--- src/rtl/cpt_pkg.sv ---
// shared constants, codes and types of the cascaded prescaled timer block
`default_nettype none

package cpt_pkg;

    // block configuration
    localparam int NUM_TIMERS      = 4;
    localparam int MAX_STEP_CYCLES = 64;

    // field widths
    localparam int SEL_W  = 2;
    localparam int CMD_W  = 2;
    localparam int VAL_W  = 16;
    localparam int CNT_W  = 16;
    localparam int CTRL_W = 8;
    localparam int CYC_W  = 7;
    localparam int ACC_W  = 11;
    localparam int IRQ_W  = 4;
    localparam int SLOTS  = 1 << SEL_W;

    // saturation limit of a tick, within what the cycle field can carry
    localparam int CYC_TOP = (1 << CYC_W) - 1;
    localparam logic [CYC_W-1:0] CYC_LIMIT =
        CYC_W'((MAX_STEP_CYCLES > CYC_TOP) ? CYC_TOP : MAX_STEP_CYCLES);

    // control word layout
    localparam logic [CTRL_W-1:0] CTRL_MASK = 8'hC7;
    localparam int CTRL_EN_BIT   = 7;
    localparam int CTRL_IRQ_BIT  = 6;
    localparam int CTRL_CASC_BIT = 2;

    // command codes on the input channel
    localparam logic [CMD_W-1:0] CMD_TICK    = 2'd0;
    localparam logic [CMD_W-1:0] CMD_RELOAD  = 2'd1;
    localparam logic [CMD_W-1:0] CMD_CONTROL = 2'd2;

    // classified operations passed through the queue
    typedef logic [1:0] op_t;
    localparam op_t OP_TICK    = 2'd0;
    localparam op_t OP_RELOAD  = 2'd1;
    localparam op_t OP_CONTROL = 2'd2;
    localparam op_t OP_REPORT  = 2'd3;

    // queue between front and back
    localparam int QUEUE_DEPTH = 2;

    typedef struct packed {
        op_t              op;
        logic [SEL_W-1:0] sel;
        logic             sel_ok;
        logic [VAL_W-1:0] value;
        logic [CYC_W-1:0] cycles;
    } item_t;

    // iterative divider for long overflow runs
    localparam int DIV_W = ACC_W;

    typedef struct packed {
        logic             start;
        logic [DIV_W-1:0] dividend;
        logic [DIV_W-1:0] divisor;
    } div_req_t;

    typedef struct packed {
        logic             busy;
        logic             done;
        logic [DIV_W-1:0] quot;
        logic [DIV_W-1:0] rem;
    } div_rsp_t;

    // prescale select to shift amount (shift of 0, 6, 8 or 10 bits)
    function automatic logic [3:0] prescale_shift(input logic [1:0] ps);
        logic [3:0] sh;
        begin
            case (ps)
                2'd0:    sh = 4'd0;
                2'd1:    sh = 4'd6;
                2'd2:    sh = 4'd8;
                default: sh = 4'd10;
            endcase
            return sh;
        end
    endfunction

endpackage

`default_nettype wire

--- src/rtl/cpt_front.sv ---
// front end: accepts input beats, classifies them and queues them for the back end
`default_nettype none

module cpt_front (
    input  wire logic                       clk,
    input  wire logic                       rst_n,
    input  wire logic                       item_valid,
    output logic                            item_stall,
    input  wire logic [cpt_pkg::CMD_W-1:0]  command,
    input  wire logic [cpt_pkg::SEL_W-1:0]  timer_select,
    input  wire logic [cpt_pkg::VAL_W-1:0]  write_value,
    input  wire logic [cpt_pkg::CYC_W-1:0]  cycle_count,
    output logic                            q_valid,
    output cpt_pkg::item_t                  q_item,
    input  wire logic                       q_pop
);
    import cpt_pkg::*;

    localparam int PTR_W  = (QUEUE_DEPTH > 1) ? $clog2(QUEUE_DEPTH) : 1;
    localparam int FILL_W = $clog2(QUEUE_DEPTH + 1);

    logic [CYC_W-1:0]  cyc_sat;
    logic              sel_ok;
    item_t             item_new;
    logic              push;
    logic              pop;

    item_t             q_mem [QUEUE_DEPTH];
    logic [PTR_W-1:0]  wr_ptr_reg;
    logic [PTR_W-1:0]  wr_ptr_next;
    logic [PTR_W-1:0]  rd_ptr_reg;
    logic [PTR_W-1:0]  rd_ptr_next;
    logic [FILL_W-1:0] fill_reg;
    logic [FILL_W-1:0] fill_next;

    // timer index check and tick saturation
    assign sel_ok  = ({1'b0, timer_select} < (SEL_W + 1)'(NUM_TIMERS));
    assign cyc_sat = (cycle_count > CYC_LIMIT) ? CYC_LIMIT : cycle_count;

    // classify: writes to a missing timer, empty ticks and the unused command code only report
    always_comb
    begin
        item_new.sel    = timer_select;
        item_new.sel_ok = sel_ok;
        item_new.value  = write_value;
        item_new.cycles = cyc_sat;
        item_new.op     = OP_REPORT;
        unique case (command)
            CMD_TICK:
            begin
                if (cyc_sat != '0)
                begin
                    item_new.op = OP_TICK;
                end
            end
            CMD_RELOAD:
            begin
                if (sel_ok)
                begin
                    item_new.op = OP_RELOAD;
                end
            end
            CMD_CONTROL:
            begin
                if (sel_ok)
                begin
                    item_new.op = OP_CONTROL;
                end
            end
            default:
            begin
                item_new.op = OP_REPORT;
            end
        endcase
    end

    // queue handshake
    assign item_stall = (fill_reg == FILL_W'(QUEUE_DEPTH));
    assign q_valid    = (fill_reg != '0);
    assign q_item     = q_mem[rd_ptr_reg];
    assign push       = item_valid && !item_stall;
    assign pop        = q_pop && q_valid;

    // pointer and fill bookkeeping
    always_comb
    begin
        wr_ptr_next = wr_ptr_reg;
        rd_ptr_next = rd_ptr_reg;
        fill_next   = fill_reg;
        if (push)
        begin
            wr_ptr_next = (wr_ptr_reg == PTR_W'(QUEUE_DEPTH - 1)) ? '0 : wr_ptr_reg + 1'b1;
        end
        if (pop)
        begin
            rd_ptr_next = (rd_ptr_reg == PTR_W'(QUEUE_DEPTH - 1)) ? '0 : rd_ptr_reg + 1'b1;
        end
        if (push && !pop)
        begin
            fill_next = fill_reg + 1'b1;
        end
        else if (pop && !push)
        begin
            fill_next = fill_reg - 1'b1;
        end
    end

    always_ff @(posedge clk or negedge rst_n)
    begin
        if (!rst_n)
        begin
            wr_ptr_reg <= '0;
            rd_ptr_reg <= '0;
            fill_reg   <= '0;
        end
        else
        begin
            wr_ptr_reg <= wr_ptr_next;
            rd_ptr_reg <= rd_ptr_next;
            fill_reg   <= fill_next;
        end
    end

    // queue storage
    always_ff @(posedge clk)
    begin
        if (push)
        begin
            q_mem[wr_ptr_reg] <= item_new;
        end
    end

endmodule

`default_nettype wire

--- src/rtl/cpt_div.sv ---
// restoring divider, one quotient bit per cycle, for overflow runs of a timer
`default_nettype none

module cpt_div (
    input  wire logic               clk,
    input  wire logic               rst_n,
    input  wire cpt_pkg::div_req_t  req,
    output cpt_pkg::div_rsp_t       rsp
);
    import cpt_pkg::*;

    localparam int STEP_W = $clog2(DIV_W + 1);

    logic [DIV_W-1:0]  rem_reg;
    logic [DIV_W-1:0]  rem_next;
    logic [DIV_W-1:0]  quo_reg;
    logic [DIV_W-1:0]  quo_next;
    logic [DIV_W-1:0]  dvs_reg;
    logic [DIV_W-1:0]  dvs_next;
    logic [STEP_W-1:0] step_reg;
    logic [STEP_W-1:0] step_next;
    logic              done_reg;
    logic              done_next;

    logic [DIV_W:0]    shifted;
    logic [DIV_W:0]    diff;
    logic              fits;

    // one trial subtraction
    assign shifted = {rem_reg, quo_reg[DIV_W-1]};
    assign diff    = shifted - {1'b0, dvs_reg};
    assign fits    = (shifted >= {1'b0, dvs_reg});

    always_comb
    begin
        rem_next  = rem_reg;
        quo_next  = quo_reg;
        dvs_next  = dvs_reg;
        step_next = step_reg;
        done_next = (step_reg == STEP_W'(1));
        if (req.start)
        begin
            rem_next  = '0;
            quo_next  = req.dividend;
            dvs_next  = req.divisor;
            step_next = STEP_W'(DIV_W);
        end
        else if (step_reg != '0)
        begin
            rem_next  = fits ? diff[DIV_W-1:0] : shifted[DIV_W-1:0];
            quo_next  = {quo_reg[DIV_W-2:0], fits};
            step_next = step_reg - 1'b1;
        end
    end

    always_ff @(posedge clk or negedge rst_n)
    begin
        if (!rst_n)
        begin
            step_reg <= '0;
            done_reg <= 1'b0;
        end
        else
        begin
            step_reg <= step_next;
            done_reg <= done_next;
        end
    end

    // datapath registers
    always_ff @(posedge clk)
    begin
        rem_reg <= rem_next;
        quo_reg <= quo_next;
        dvs_reg <= dvs_next;
    end

    assign rsp.busy = (step_reg != '0);
    assign rsp.done = done_reg;
    assign rsp.quot = quo_reg;
    assign rsp.rem  = rem_reg;

endmodule

`default_nettype wire

--- src/rtl/cpt_back.sv ---
// back end: timer state, write handling, tick sequencer and result register
`default_nettype none

module cpt_back (
    input  wire logic                       clk,
    input  wire logic                       rst_n,
    input  wire logic                       q_valid,
    input  wire cpt_pkg::item_t             q_item,
    output logic                            q_pop,
    output cpt_pkg::div_req_t               div_req,
    input  wire cpt_pkg::div_rsp_t          div_rsp,
    output logic                            result_valid,
    input  wire logic                       result_stall,
    output logic [cpt_pkg::CNT_W-1:0]       counter_value,
    output logic [cpt_pkg::CTRL_W-1:0]      control_value,
    output logic [cpt_pkg::IRQ_W-1:0]       irq_raised
);
    import cpt_pkg::*;

    localparam logic [2:0] ST_IDLE  = 3'd0;
    localparam logic [2:0] ST_EXEC  = 3'd1;
    localparam logic [2:0] ST_INC   = 3'd2;
    localparam logic [2:0] ST_APPLY = 3'd3;
    localparam logic [2:0] ST_DIV   = 3'd4;
    localparam logic [2:0] ST_DONE  = 3'd5;

    localparam int          W1   = CNT_W + 1;
    localparam logic [W1-1:0] WRAP = {1'b1, {CNT_W{1'b0}}};

    // timer state
    logic [CNT_W-1:0]  count_reg  [SLOTS];
    logic [CNT_W-1:0]  reload_reg [SLOTS];
    logic [CTRL_W-1:0] ctrl_reg   [SLOTS];
    logic [ACC_W-1:0]  accum_reg  [SLOTS];

    // sequencer
    logic [2:0]        state_reg;
    logic [2:0]        state_next;
    item_t             item_reg;
    item_t             item_next;
    logic [SEL_W-1:0]  t_reg;
    logic [SEL_W-1:0]  t_next;
    logic [ACC_W-1:0]  inc_reg;
    logic [ACC_W-1:0]  inc_next;
    logic [ACC_W-1:0]  below_reg;
    logic [ACC_W-1:0]  below_next;
    logic [IRQ_W-1:0]  irq_reg;
    logic [IRQ_W-1:0]  irq_next;

    // result register
    logic              result_valid_reg;
    logic              result_valid_next;
    logic [CNT_W-1:0]  counter_value_reg;
    logic [CTRL_W-1:0] control_value_reg;
    logic [IRQ_W-1:0]  irq_raised_reg;

    // single access port into the timer state
    logic [SEL_W-1:0]  idx;
    logic [CNT_W-1:0]  cur_count;
    logic [CNT_W-1:0]  cur_reload;
    logic [CTRL_W-1:0] cur_ctrl;
    logic [ACC_W-1:0]  cur_accum;
    logic              count_we;
    logic [CNT_W-1:0]  count_next;
    logic              reload_we;
    logic [CNT_W-1:0]  reload_next;
    logic              ctrl_we;
    logic [CTRL_W-1:0] ctrl_next;
    logic              accum_we;
    logic [ACC_W-1:0]  accum_next;

    // per-timer arithmetic
    logic [ACC_W-1:0]  acc_sum;
    logic [3:0]        shift;
    logic [W1-1:0]     to_wrap;
    logic [W1-1:0]     span;
    logic [W1-1:0]     inc_wide;
    logic [W1-1:0]     left;
    logic [ACC_W-1:0]  left_n;
    logic              cascaded;
    logic              finish;
    logic              advance;
    logic              out_load;
    logic [ACC_W-1:0]  ovf;

    assign idx = (state_reg == ST_INC || state_reg == ST_APPLY || state_reg == ST_DIV)
                 ? t_reg : item_reg.sel;

    assign cur_count  = count_reg[idx];
    assign cur_reload = reload_reg[idx];
    assign cur_ctrl   = ctrl_reg[idx];
    assign cur_accum  = accum_reg[idx];

    assign acc_sum  = cur_accum + ACC_W'(item_reg.cycles);
    assign shift    = prescale_shift(cur_ctrl[1:0]);
    assign cascaded = cur_ctrl[CTRL_CASC_BIT] && (t_reg != '0);
    assign to_wrap  = WRAP - {1'b0, cur_count};
    assign span     = WRAP - {1'b0, cur_reload};
    assign inc_wide = W1'(inc_reg);
    assign left     = inc_wide - to_wrap;
    assign left_n   = left[ACC_W-1:0];

    // sequencer
    always_comb
    begin
        state_next  = state_reg;
        item_next   = item_reg;
        t_next      = t_reg;
        inc_next    = inc_reg;
        below_next  = below_reg;
        irq_next    = irq_reg;
        q_pop       = 1'b0;
        div_req     = '0;
        count_we    = 1'b0;
        count_next  = cur_count;
        reload_we   = 1'b0;
        reload_next = cur_reload;
        ctrl_we     = 1'b0;
        ctrl_next   = cur_ctrl;
        accum_we    = 1'b0;
        accum_next  = cur_accum;
        finish      = 1'b0;
        advance     = 1'b0;
        out_load    = 1'b0;
        ovf         = '0;

        unique case (state_reg)
            ST_IDLE:
            begin
                if (q_valid)
                begin
                    q_pop      = 1'b1;
                    item_next  = q_item;
                    irq_next   = '0;
                    below_next = '0;
                    t_next     = '0;
                    state_next = (q_item.op == OP_TICK) ? ST_INC : ST_EXEC;
                end
            end
            ST_EXEC:
            begin
                // register writes; report beats fall through
                case (item_reg.op)
                    OP_RELOAD:
                    begin
                        reload_we   = 1'b1;
                        reload_next = item_reg.value;
                        count_we    = 1'b1;
                        count_next  = item_reg.value;
                    end
                    OP_CONTROL:
                    begin
                        ctrl_we   = 1'b1;
                        ctrl_next = item_reg.value[CTRL_W-1:0] & CTRL_MASK;
                        if (!cur_ctrl[CTRL_EN_BIT] && ctrl_next[CTRL_EN_BIT])
                        begin
                            count_we   = 1'b1;
                            count_next = cur_reload;
                            accum_we   = 1'b1;
                            accum_next = '0;
                        end
                        if (!ctrl_next[CTRL_EN_BIT])
                        begin
                            accum_we   = 1'b1;
                            accum_next = '0;
                        end
                    end
                    default:
                    begin
                    end
                endcase
                state_next = ST_DONE;
            end
            ST_INC:
            begin
                // number of increments for this timer
                if (!cur_ctrl[CTRL_EN_BIT])
                begin
                    below_next = '0;
                    advance    = 1'b1;
                end
                else if (cascaded)
                begin
                    inc_next   = below_reg;
                    state_next = ST_APPLY;
                end
                else
                begin
                    inc_next   = acc_sum >> shift;
                    accum_we   = 1'b1;
                    accum_next = acc_sum & ((ACC_W'(1) << shift) - ACC_W'(1));
                    state_next = ST_APPLY;
                end
            end
            ST_APPLY:
            begin
                // no overflow, a single overflow, or a run through the divider
                if (inc_wide < to_wrap)
                begin
                    count_we   = 1'b1;
                    count_next = cur_count + CNT_W'(inc_reg);
                    finish     = 1'b1;
                end
                else if (W1'(left_n) < span)
                begin
                    count_we   = 1'b1;
                    count_next = cur_reload + CNT_W'(left_n);
                    ovf        = ACC_W'(1);
                    finish     = 1'b1;
                end
                else
                begin
                    div_req.start    = 1'b1;
                    div_req.dividend = left_n;
                    div_req.divisor  = span[ACC_W-1:0];
                    state_next       = ST_DIV;
                end
            end
            ST_DIV:
            begin
                if (div_rsp.done)
                begin
                    count_we   = 1'b1;
                    count_next = cur_reload + CNT_W'(div_rsp.rem);
                    ovf        = div_rsp.quot + ACC_W'(1);
                    finish     = 1'b1;
                end
            end
            ST_DONE:
            begin
                if (!result_valid_reg || !result_stall)
                begin
                    out_load   = 1'b1;
                    state_next = ST_IDLE;
                end
            end
            default:
            begin
                state_next = ST_IDLE;
            end
        endcase

        // close out a timer: pass overflows up the chain
        if (finish)
        begin
            below_next = ovf;
            if (ovf != '0 && cur_ctrl[CTRL_IRQ_BIT])
            begin
                irq_next[t_reg] = 1'b1;
            end
            advance = 1'b1;
        end

        // next timer or finish the tick
        if (advance)
        begin
            if (t_reg == SEL_W'(NUM_TIMERS - 1))
            begin
                state_next = ST_DONE;
            end
            else
            begin
                t_next     = t_reg + 1'b1;
                state_next = ST_INC;
            end
        end
    end

    // result valid
    always_comb
    begin
        result_valid_next = result_valid_reg;
        if (out_load)
        begin
            result_valid_next = 1'b1;
        end
        else if (!result_stall)
        begin
            result_valid_next = 1'b0;
        end
    end

    // control state and timer state
    always_ff @(posedge clk or negedge rst_n)
    begin
        if (!rst_n)
        begin
            state_reg        <= ST_IDLE;
            t_reg            <= '0;
            result_valid_reg <= 1'b0;
            for (int i = 0; i < SLOTS; i++)
            begin
                count_reg[i]  <= '0;
                reload_reg[i] <= '0;
                ctrl_reg[i]   <= '0;
                accum_reg[i]  <= '0;
            end
        end
        else
        begin
            state_reg        <= state_next;
            t_reg            <= t_next;
            result_valid_reg <= result_valid_next;
            if (count_we)
            begin
                count_reg[idx] <= count_next;
            end
            if (reload_we)
            begin
                reload_reg[idx] <= reload_next;
            end
            if (ctrl_we)
            begin
                ctrl_reg[idx] <= ctrl_next;
            end
            if (accum_we)
            begin
                accum_reg[idx] <= accum_next;
            end
        end
    end

    // payload registers
    always_ff @(posedge clk)
    begin
        item_reg  <= item_next;
        inc_reg   <= inc_next;
        below_reg <= below_next;
        irq_reg   <= irq_next;
        if (out_load)
        begin
            counter_value_reg <= item_reg.sel_ok ? cur_count : '0;
            control_value_reg <= item_reg.sel_ok ? (cur_ctrl & CTRL_MASK) : '0;
            irq_raised_reg    <= irq_reg;
        end
    end

    assign result_valid  = result_valid_reg;
    assign counter_value = counter_value_reg;
    assign control_value = control_value_reg;
    assign irq_raised    = irq_raised_reg;

endmodule

`default_nettype wire

--- src/rtl/cascaded_prescaled_timers.sv ---
// top level of the four-channel cascaded prescaled timer unit
// Input channel (item_valid / item_stall) carries one command beat: a tick with its
// cycle_count, a reload write or a control write to timer_select.
// Output channel (result_valid / result_stall) returns one beat per command:
// counter and control bits of the selected timer and the interrupts raised.
// A two-entry queue sits between the front end and the timer sequencer, so
// input beats are taken while the sequencer is busy or a result waits.
// From the queue, a write or report passes the execute and done states into
// the result register; a tick passes an increment and an apply state per
// enabled timer (only the increment state for a disabled one) before done.
// When a timer wraps more than once in a tick, the overflow count comes from
// a bit-serial divider, and the sequencer waits in its divide state for it.
// The sequencer takes the next command from the queue only when it has
// finished the last one and its result is loaded.
// Reset clears all counters, reload values, control words and accumulators,
// so every timer starts disabled; the queue and result register come up empty.
// A stalled result holds on the output; the sequencer then waits with the next
// result and the queue fills, after which item_stall is raised.
`default_nettype none

module cascaded_prescaled_timers (
    input  wire logic                       clk,
    input  wire logic                       rst_n,
    input  wire logic                       item_valid,
    output logic                            item_stall,
    input  wire logic [cpt_pkg::CMD_W-1:0]  command,
    input  wire logic [cpt_pkg::SEL_W-1:0]  timer_select,
    input  wire logic [cpt_pkg::VAL_W-1:0]  write_value,
    input  wire logic [cpt_pkg::CYC_W-1:0]  cycle_count,
    output logic                            result_valid,
    input  wire logic                       result_stall,
    output logic [cpt_pkg::CNT_W-1:0]       counter_value,
    output logic [cpt_pkg::CTRL_W-1:0]      control_value,
    output logic [cpt_pkg::IRQ_W-1:0]       irq_raised
);
    import cpt_pkg::*;

    logic     q_valid;
    item_t    q_item;
    logic     q_pop;
    div_req_t div_req;
    div_rsp_t div_rsp;

    // classify and queue
    cpt_front u_front (
        .clk          (clk),
        .rst_n        (rst_n),
        .item_valid   (item_valid),
        .item_stall   (item_stall),
        .command      (command),
        .timer_select (timer_select),
        .write_value  (write_value),
        .cycle_count  (cycle_count),
        .q_valid      (q_valid),
        .q_item       (q_item),
        .q_pop        (q_pop)
    );

    // overflow run divider
    cpt_div u_div (
        .clk   (clk),
        .rst_n (rst_n),
        .req   (div_req),
        .rsp   (div_rsp)
    );

    // timer state and sequencer
    cpt_back u_back (
        .clk           (clk),
        .rst_n         (rst_n),
        .q_valid       (q_valid),
        .q_item        (q_item),
        .q_pop         (q_pop),
        .div_req       (div_req),
        .div_rsp       (div_rsp),
        .result_valid  (result_valid),
        .result_stall  (result_stall),
        .counter_value (counter_value),
        .control_value (control_value),
        .irq_raised    (irq_raised)
    );

    // divider is only started when idle
    assert property (@(posedge clk) disable iff (!rst_n)
        div_req.start |-> !div_rsp.busy)
        else $error("divider started while busy");

    // divider completion is a single-cycle pulse
    assert property (@(posedge clk) disable iff (!rst_n)
        div_rsp.done |=> !div_rsp.done)
        else $error("divider done held for more than one cycle");

    // sequencer only pops a non-empty queue
    assert property (@(posedge clk) disable iff (!rst_n)
        q_pop |-> q_valid)
        else $error("pop from empty queue");

    // an accepted beat is visible to the back end on the next cycle
    assert property (@(posedge clk) disable iff (!rst_n)
        (item_valid && !item_stall) |=> q_valid)
        else $error("accepted beat missing from queue");

endmodule

`default_nettype wire

--- config.mk ---
export PLATFORM = sky130hd
export DESIGN_NAME = cascaded_prescaled_timers
export DESIGN_NICKNAME = d
export VERILOG_FILES = /design/src/rtl/cpt_pkg.sv /design/src/rtl/cpt_front.sv /design/src/rtl/cpt_div.sv /design/src/rtl/cpt_back.sv /design/src/rtl/cascaded_prescaled_timers.sv
export SDC_FILE = /design/constraint.sdc
export NUM_CORES = 1
export LEC_CHECK = 0
export BUFFER_PORTS_ARGS = -buffer_cell sky130_fd_sc_hd__buf_2
export CAP_MARGIN = 20
export CORE_AREA = 2 2 319 163
export DETAILED_ROUTE_END_ITERATION = 16
export DIE_AREA = 0 0 321 165
export HOLD_SLACK_MARGIN = 0.03
export PLACE_DENSITY = 0.66
export REMOVE_ABC_BUFFERS = 1
export SYNTH_ARGS = -nofsm -noshare
export SYNTH_HDL_FRONTEND = slang
export SYNTH_SLANG_ARGS = --single-unit
--- constraint.sdc ---
create_clock -name clk -period 8.3 [get_ports clk]
set_input_delay 0.83 -clock clk [delete_from_list [all_inputs] [get_ports clk]]
set_output_delay 0.83 -clock clk [all_outputs]
set_load 0.02 [all_outputs]
* Yosys cells after proc, flatten, opt, wreduce, memory -nomap -nowiden
Memories as Yosys holds them, arrays and structs flattened.
Cells that the tools add are included.
** Word-level totals
- Register bits after elaboration :: 334
- Bits in writable memories :: 54
- Input port bits :: 31
- Memories :: 1
** Cells by class
- $add $sub $neg :: 16
- Magnitude comparators :: 8
- Eq/ne operators :: 23
- Shift operators :: 2
- Muxes and demuxes :: 110
- Bitwise gates (word level) :: 4
- Reduce and logical (&&, ||, !) cells :: 35
** Memory list
- u_front.q_mem :: depth 2, bits a word 27, read ports 1, clocked after memory_dff 0, write ports 1, RTL line cpt_front.sv:28 : item_t q_mem [QUEUE_DEPTH];
** Operators with widths (number)
- $mux W11 :: 17
- $mux W16 :: 11
- $bwmux W64 :: 2
- $mux W23 :: 3
- $pmux W11 S2 :: 3
- $bmux W16 S2 :: 2
- $add A16 B11 Y16 :: 3
- $pmux W16 S3 :: 1
- $bwmux W44 :: 1
- $mux W8 :: 5
- $lt A11 B17 Y1 :: 2
- $sub A17 B16 Y17 const A :: 2
- $bwmux W32 :: 1
- $demux W16 S2 :: 1
- $pmux W16 S2 :: 1
- $mux W1 :: 27
- $mux W4 :: 6
- $bmux W11 S2 :: 1
- $demux W11 S2 :: 1
- $sub A11 B11 Y11 :: 2
- $mux W3 :: 7
- $mux W2 :: 9
- $pmux W3 S6 :: 1
- $bmux W8 S2 :: 1
- 50 further kinds :: 88

* Depth between registers and ports, before layout
Gate-level depths: netlist of run 1.
- Depth after elaboration :: 18
- Depth in mapped cells :: 32
- Depth with buffers taken out :: 27

* Cells and area by module
A second synthesis of run 1 with hierarchy kept.
** Unflattened totals
- Cells, all modules :: 2153
- Area total of the unflattened synthesis :: 21624.5 um^2
** By module, submodules not included
- cpt_back :: times used 1, cells an instance 1828, area each 17081.4 um^2, seq. area each 7287.0 um^2
- cpt_front :: times used 1, cells an instance 118, area each 2333.5 um^2, seq. area each 1721.7 um^2
- cpt_div :: times used 1, cells an instance 207, area each 2209.6 um^2, seq. area each 1006.0 um^2

* Least setup slack after synthesis of run 1
OpenSTA, ideal clock, no wires.
- Path type :: flip-flop to flip-flop
- From :: register u_back.state_reg[0]
- To :: register u_div.quo_reg[0], enable pin
- Library setup time :: 345 ps
- Arrival :: 5999 ps
- Path slack :: 1957 ps
- Stages on the path, launching flop included :: 29
- Clock period less this slack :: 6343 ps
- Path through :: dfrtp_1 buf_2 or3b_1 buf_6 nand2_2 mux2_4 mux2i_1 mux2_2 ha_1 inv_1 fa_1 a21o_1 a21oi_1 o21bai_1 a21oi_1 o21bai_1 a21oi_1 xnor2_1 ha_1 o21ai_0 a22oi_1 nand4_1 a22o_1 a2111o_1 nor2_1 nand3_1 clkbuf_1 buf_1 nand2_1
** On the way
- Cells in the longest elaborated chain, start to end :: 15
- Elaborated cells between the ends (all ways) :: 22
- Classes of those cells :: 3 x add/sub; 2 x order compare; 3 x eq/ne; 10 x mux; 1 x bitwise; 3 x reduce/logical
** Ends and longest elaborated chain
- start: declaration :: RTL line cpt_back.sv:37 : logic [2:0] state_reg;
- start signal: assignment :: RTL line cpt_back.sv:301 : state_reg <= state_next;
- $eq A3 B2 Y1 (on tied branches) :: RTL line cpt_back.sv:86, cpt_back.sv:127
- $logic_or A1 B1 Y1 (2 in series) :: RTL line cpt_back.sv:86 : assign idx = (state_reg == ST_INC || state_reg == ST_APPLY || state_reg == ST_DIV)
- $mux W2 :: RTL line cpt_back.sv:87 : ? t_reg : item_reg.sel;
- $not A2 Y3 (implied by the code) :: RTL line cpt_back.sv:89, cpt_back.sv:90
- $bmux W16 S2 :: RTL line cpt_back.sv:89 : assign cur_count = count_reg[idx];
- $mux W16 (implied by the code) (2 in series) :: RTL line cpt_back.sv:89
- $sub A17 B16 Y17 :: RTL line cpt_back.sv:97 : assign to_wrap = WRAP - {1'b0, cur_count};
- $sub A11 B11 Y11 :: RTL line cpt_back.sv:100 : assign left = inc_wide - to_wrap;
- $lt A11 B17 Y1 :: RTL line cpt_back.sv:204 : else if (W1'(left_n) < span)
- $mux W23 :: RTL line cpt_back.sv:204
- $mux W23 :: RTL line cpt_back.sv:198 : if (inc_wide < to_wrap)
- $mux W23 * :: RTL line cpt_back.sv:127 : unique case (state_reg)
- $reduce_bool A2 Y1 (no source line) *
- end signal: assignment :: RTL line cpt_div.sv:74 : quo_reg <= quo_next;
- end: declaration :: RTL line cpt_div.sv:16 : logic [DIV_W-1:0] quo_reg;
Every way passes the cells marked *; elsewhere a longest branch is shown, timed or not. The select of a mux whose other input is x is not followed.
A chain may end at the register's enable or synchronous reset.

* Worst setup path after layout of run 1
- From :: register u_back.state_reg[1]
- To :: register u_back.count_reg[50] (netlist name)
** On the way
- Cells in the longest elaborated chain, start to end :: 15
- Elaborated cells between the ends (all ways) :: 44
- Classes of those cells :: 6 x add/sub; 4 x order compare; 4 x eq/ne; 24 x mux; 1 x bitwise; 5 x reduce/logical
** Ends and longest elaborated chain
- $eq A3 B2 Y1 (on tied branches) :: RTL line cpt_back.sv:86, cpt_back.sv:127
- $logic_or A1 B1 Y1 (2 in series) :: RTL line cpt_back.sv:86
- $mux W2 :: RTL line cpt_back.sv:87
- $not A2 Y3 (implied by the code)
- $bmux W16 S2 :: RTL line cpt_back.sv:89
- $mux W16 (implied by the code) (2 in series) :: RTL line cpt_back.sv:89
- $sub A17 B16 Y17 :: RTL line cpt_back.sv:97
- $sub A11 B11 Y11 :: RTL line cpt_back.sv:100
- $add A16 B11 Y16 / $lt A11 B17 Y1 (equally long branches) :: RTL line cpt_back.sv:207, cpt_back.sv:204
- $mux W16 :: RTL line cpt_back.sv:204
- $mux W16 :: RTL line cpt_back.sv:198
- $pmux W16 S3 :: RTL line cpt_back.sv:127
- $bwmux W64 :: RTL line cpt_back.sv:306 : count_reg[idx] <= count_next;
- end signal: indexed assignment :: RTL line cpt_back.sv:306
- end: declaration :: RTL line cpt_back.sv:31 : logic [CNT_W-1:0] count_reg [SLOTS];
Parallel ways exist; a longest one is shown, timed or not. The select of a mux whose other input is x is not followed.

==> results.cfg, run 1 <==
[run_status]
status = finished clean

[placed_design]
place_congestion = 0.9862
dp_hpwl_mm = 43.43
io_buffer_count = 57

[clocking]
cts-root-buf = clkbuf_16
cts.path.max_buffers = 3
clkTransAtPathRegs_ns = 0.07
cts_hold_buf = 0
post_cts_resized = 0
cts_tree = built
clock-sinks = 372
post-cts-setup-buffer-count = 0
h-tree-depth = 2
numCtsBuffers = 37
insertion_delay_ns = 0.56

[worst_setup_path]
reg2reg_to = u_back.count_reg[50]
end_kind = register
r2r_cells = 24
critPathLaunchType = register
r2r_start = u_back.state_reg[1]
critPathRequiredTime_ns = 8.74
regToRegSetupSlack_ns = 0.64
worstSetupPathType = reg2reg
crit_arrival_ns = 8.09
cp_max_fo = 35

[global_routing]
overflow = 0
met3_usage_pct = 4.549
grt_usage_pct = 22.56
grt-busiest-layer = met2
grt_max_degree = 93
grt_use_met1_pct = 33.31
first_global_vias = 14980
grt_pass1_wl_mm = 91.61
grt_util_met2_pct = 33.69
antenna_found_initial = 0

[logic_synthesis]
synthDistinctLibCells = 90
syn_area_per_cell_sq_um = 10.44
ys.flop_type = dfrtp_1
async_flop_share_pct = 55.65
synth_seq_cells = 372
synth_area_sq_um = 20940
yosysSeqAreaShare_pct = 47.69
synthCells = 2005
ys_warn_count = 0
synth_edf_count = 150

[timing]
rsz0062_at_grt = false
hold_violations = 0
fin_skew_ns = 0.02679
finalHoldWorstSlack_ns = 0.3588
max_slew.worst_pin.slew_ns = 1.039
min_period_over_period_pct = 92.23
setup_viol = 0
period_needed_ns = 7.655
drv_slew = 0
slew_headroom_pct = 30.75
max_freq_mhz = 130.6

[drt]
ant_nets = 0
finalWirelength_mm = 59.47
via_count = 15760
viasPerCell = 5.796
post_drt_wl_per_cell_um = 21.87
drtIter0Drc = 1815
drtPass1Iterations = 5
route.detailed.drc = 0

[flow_run]
drv_cap = 0

[finish]
final_cell_mix = nand2_1, dfrtp_1, mux2_2
final_layout_size_suffix_gt1_share_pct = 17.87
nets = 2155
area_growth_pct = 10.21
final_common_cell = nand2_1
fill_cells = 4587
antennaDiodeCount = 0

[die]
start_util_pct = 41.93
die_h_um = 165
io_pins = 61
die-area_sq_um = 52970
rows = 58
die_x_um = 321
coreArea_sq_um = 49930

[min_path]
hold_path_class = in2async
[worst max path at each step]
stage	end	startpoint	cells after the start	slack, ns
finish	u_back.count_reg[50]	u_back.state_reg[1]	24	0.64
global route	u_back.count_reg[52]	u_back.state_reg[1]	24	0.27
CTS	u_back.count_reg[53]	u_back.state_reg[1]	24	0.71
detailed placement	u_back.count_reg[50]	u_back.state_reg[1]	24	0.76
global placement	u_back.count_reg[63]	u_back.state_reg[1]	24	0.82
floorplan	u_div.dvs_reg[0]	u_back.state_reg[1]	23	-0.21
[Yosys cell counts (52+ instances only)]
cell type    n  share of area, %
clkbuf_1    66               1.2
edfxtp_1   150                22
mux2_2     169               9.1
a211oi_1    52               1.9
and3_1      55               1.6
o21ai_0    113               2.7
nor2_1     122               2.2
a21oi_1     92               2.2
nand2_1    238               4.3
xnor2_1     63               2.6
dfrtp_1    207                25
ha_1        86               5.1
inv_1       85               1.5
[through the flow]
| step | std cells | worst slack [ns] | instance area (sq um) | TNS [ns] | utilization (%) |
|---|---|---|---|---|---|
| 2_1_floorplan | 1901 | -0.2080 | 20430 | -4.370 | - |
| 3_3_place_gp | 2649 | 0.8171 | 21830 | 0 | 43.72 |
| 3_5_place_dp | 2651 | 0.7606 | 21860 | 0 | 43.79 |
| 4_1_cts | 2717 | 0.7078 | 23050 | 0 | 46.17 |
| 5_1_grt | 2719 | 0.2715 | 23070 | 0 | 46.21 |
| 6_report | 2719 | 0.6445 | 23070 | 0 | 46.21 |
[final cells by class]
type                       instances  area [sq um]  area share [%]
clock buffer                      44          1003           4.349
multi-input combinational       1441         10160           44.05
inverter                          88         330.3           1.432
sequential                       372          9985           43.28
tap                              660         825.8           3.579
timing repair buffer              92         580.6           2.516
clock inverter                    22         185.2          0.8026
[routing by layer]
layer	part of all wire, %	vias to the layer above
li1	-	7294
met1	47	7743
met2	42	632
met3	8.8	91
met4	2.5	0
met5	0	-
[cells by family after synthesis]
kind of cell / after synthesis / synth area share, %
compound gates: 443 / 13.71
xor+xnor: 89 / 3.723
fa+ha+maj: 92 / 5.714
buf+inv: 194 / 4.022
flops: 372 / 47.69
mux: 220 / 11.75
other cells: 1 / 0.01791
simple gates: 594 / 13.37
[critical path, cell delays in order, from the launching register on]
cell      delay, ns
dfrtp_1        0.51
or3b_1         0.65
nand2_2        0.21
mux2_4         0.50
mux2i_1        0.19
mux2_2         0.36
ha_1           0.31
inv_1          0.07
fa_1           0.43
a21o_1         0.18
a21oi_1        0.22
o21bai_1       0.09
a21oi_1        0.24
o21bai_1       0.10
a21oi_1        0.24
xnor2_1        0.16
ha_1           0.32
o21ai_0        0.08
a22oi_1        0.19
nand4_1        0.12
a22o_1         0.22
a2111o_1       0.33
or4_1          0.70
a31o_1         0.63
mux2_1         0.47
Power of run 1 is left out: the tool's default activity adds up to more than one toggle a clock period on the data nets, which glitch-free logic cannot reach.
==> run 2, diff against run 1 <==
--- a/config.mk
+++ b/config.mk
@@ -6,9 +6,10 @@
 export NUM_CORES = 1
 export LEC_CHECK = 0
+export ABC_CLOCK_PERIOD_IN_PS = 8300
 export BUFFER_PORTS_ARGS = -buffer_cell sky130_fd_sc_hd__buf_2
 export CAP_MARGIN = 20
-export CORE_AREA = 2 2 319 163
+export CORE_AREA = 2 2 227 229
 export DETAILED_ROUTE_END_ITERATION = 16
-export DIE_AREA = 0 0 321 165
+export DIE_AREA = 0 0 229 231
 export HOLD_SLACK_MARGIN = 0.03
 export PLACE_DENSITY = 0.66
==> constraint.sdc (replaced) <==
create_clock -name clk -period 8.3 [get_ports clk]
set_input_delay 1.66 -clock clk [delete_from_list [all_inputs] [get_ports clk]]
set_output_delay 1.66 -clock clk [all_outputs]
set_load 0.02 [all_outputs]
==> results.cfg, run 2 (synthesis results as in run 1) <==
[run_status]
status = finished clean

[timing]
max_slew.worst_pin.slew_ns = 1.068
setup_viol = 0
drv_slew = 0
fin_skew_ns = 0.02905
rsz0062_at_grt = false
period_needed_ns = 7.538
min_period_over_period_pct = 90.82
slew_headroom_pct = 28.82
max_freq_mhz = 132.7
setup_ws_ns = 0.7617
hold_violations = 0

[die]
start_util_pct = 41.31
die-area_sq_um = 52900
io_pins = 61
die_h_um = 231
coreArea_sq_um = 50680
die_x_um = 229
rows = 83

[global_routing]
grt_usage_pct = 23.30
overflow = 0
met3_usage_pct = 4.397
antenna_found_initial = 0
grt-busiest-layer = met2
first_global_vias = 15790
grt_use_met1_pct = 32.33
grt_util_met2_pct = 36.60
grt_pass1_wl_mm = 94.81
grt_max_degree = 165

[min_path]
hold_path_class = reg2reg

[worst_setup_path]
end_kind = register
worstSetupPathType = reg2reg
critPathRequiredTime_ns = 8.77
critPathLaunchType = register
crit_arrival_ns = 8.00
cp_max_fo = 29

[drt]
viasPerCell = 5.821
finalWirelength_mm = 61.71
drtIter0Drc = 1584
drtPass1Iterations = 5
post_drt_wl_per_cell_um = 22.42
ant_nets = 0
via_count = 16020
route.detailed.drc = 0

[finish]
final_cell_mix = nand2_1, dfrtp_1, mux2_2
fin_util_pct = 46.12
fill_cells = 4763
final_common_cell = nand2_1
nets = 2159
final_layout_size_suffix_gt1_share_pct = 18.20
area_growth_pct = 11.64

[clocking]
cts_tree = built
post-cts-setup-buffer-count = 0
h-tree-depth = 2
clock-sinks = 372
clkTransAtPathRegs_ns = 0.06
insertion_delay_ns = 0.59
post_cts_resized = 0
numCtsBuffers = 43
cts.path.max_buffers = 3
cts_hold_buf = 0
cts-root-buf = clkbuf_16

[placed_design]
dp_slack_ns = 0.8870
io_buffer_count = 57
place_congestion = 1.052
dp_hpwl_mm = 45.12

[flow_run]
drv_cap = 0
## run 2: through the flow
stage / area, sq um / setup TNS (ns) / hold slack (ns) / instances
after floorplan: 20430 / -4.370 / 0.4086 / 1901
after global placement: 21850 / 0 / 0.4577 / 2667
after detailed placement: 21890 / 0 / 0.4647 / 2669
after CTS: 23330 / 0 / 0.4798 / 2749
after global routing: 23370 / 0 / 0.4964 / 2751
final: 23370 / 0 / 0.4763 / 2752
## run 2: cell type report
class                           count  area, sq um  share of cell area (%)
Clock buffer                       58         1215                   5.198
Sequential cell                   372         9985                   42.72
Tap cell                          680        850.8                   3.640
Clock inverter                     22        231.5                  0.9904
Timing Repair Buffer               90        594.3                   2.543
Antenna cell                        1        2.502                 0.01071
Inverter                           88        330.3                   1.413
Multi-Input combinational cell   1441        10160                   43.48
## run 2: layer usage
layer	wire, um	part of all wire, %	vias to the layer above
met5	0	0	-
met4	1971	3.2	0
met3	4428	7.2	131
met2	28070	45	661
met1	27240	44	7919
li1	-	-	7309
## run 2: worst paths after layout
path / endpoint / from / slack [ns] / cells after the start
worst max register to register: u_back.count_reg[50] / u_back.state_reg[1] / 0.76 / 24
worst min register to register: u_back.accum_reg[24] / u_back.accum_reg[24] / 0.48 / 2
worst max-delay path: u_back.count_reg[50] / u_back.state_reg[1] / 0.76 / 24
max in group asynchronous: u_back.count_reg[48] / rst_n / 5.92 / 2
worst min-delay path: u_back.accum_reg[24] / u_back.accum_reg[24] / 0.48 / 2
min in group asynchronous: u_div.step_reg[1] / rst_n / 1.02 / 1
## run 2: critical path: stages, from the launching register on
cell and delay [ns]:
dfrtp_1 0.59, or3b_1 0.43, nand3_2 0.15, nand2_2 0.58
a21oi_1 0.15, mux2_2 0.36, ha_1 0.30, inv_1 0.07
fa_1 0.43, a21o_1 0.17, a21oi_1 0.22, o21bai_1 0.10
a21oi_1 0.23, o21bai_1 0.10, a21oi_1 0.23, xnor2_1 0.16
ha_1 0.32, o21ai_0 0.09, a22oi_1 0.22, nand4_1 0.13
a22o_1 0.24, a2111o_1 0.34, or4_1 0.67, a31o_1 0.62
mux2_1 0.47
Power of run 2 is left out for the same reason.
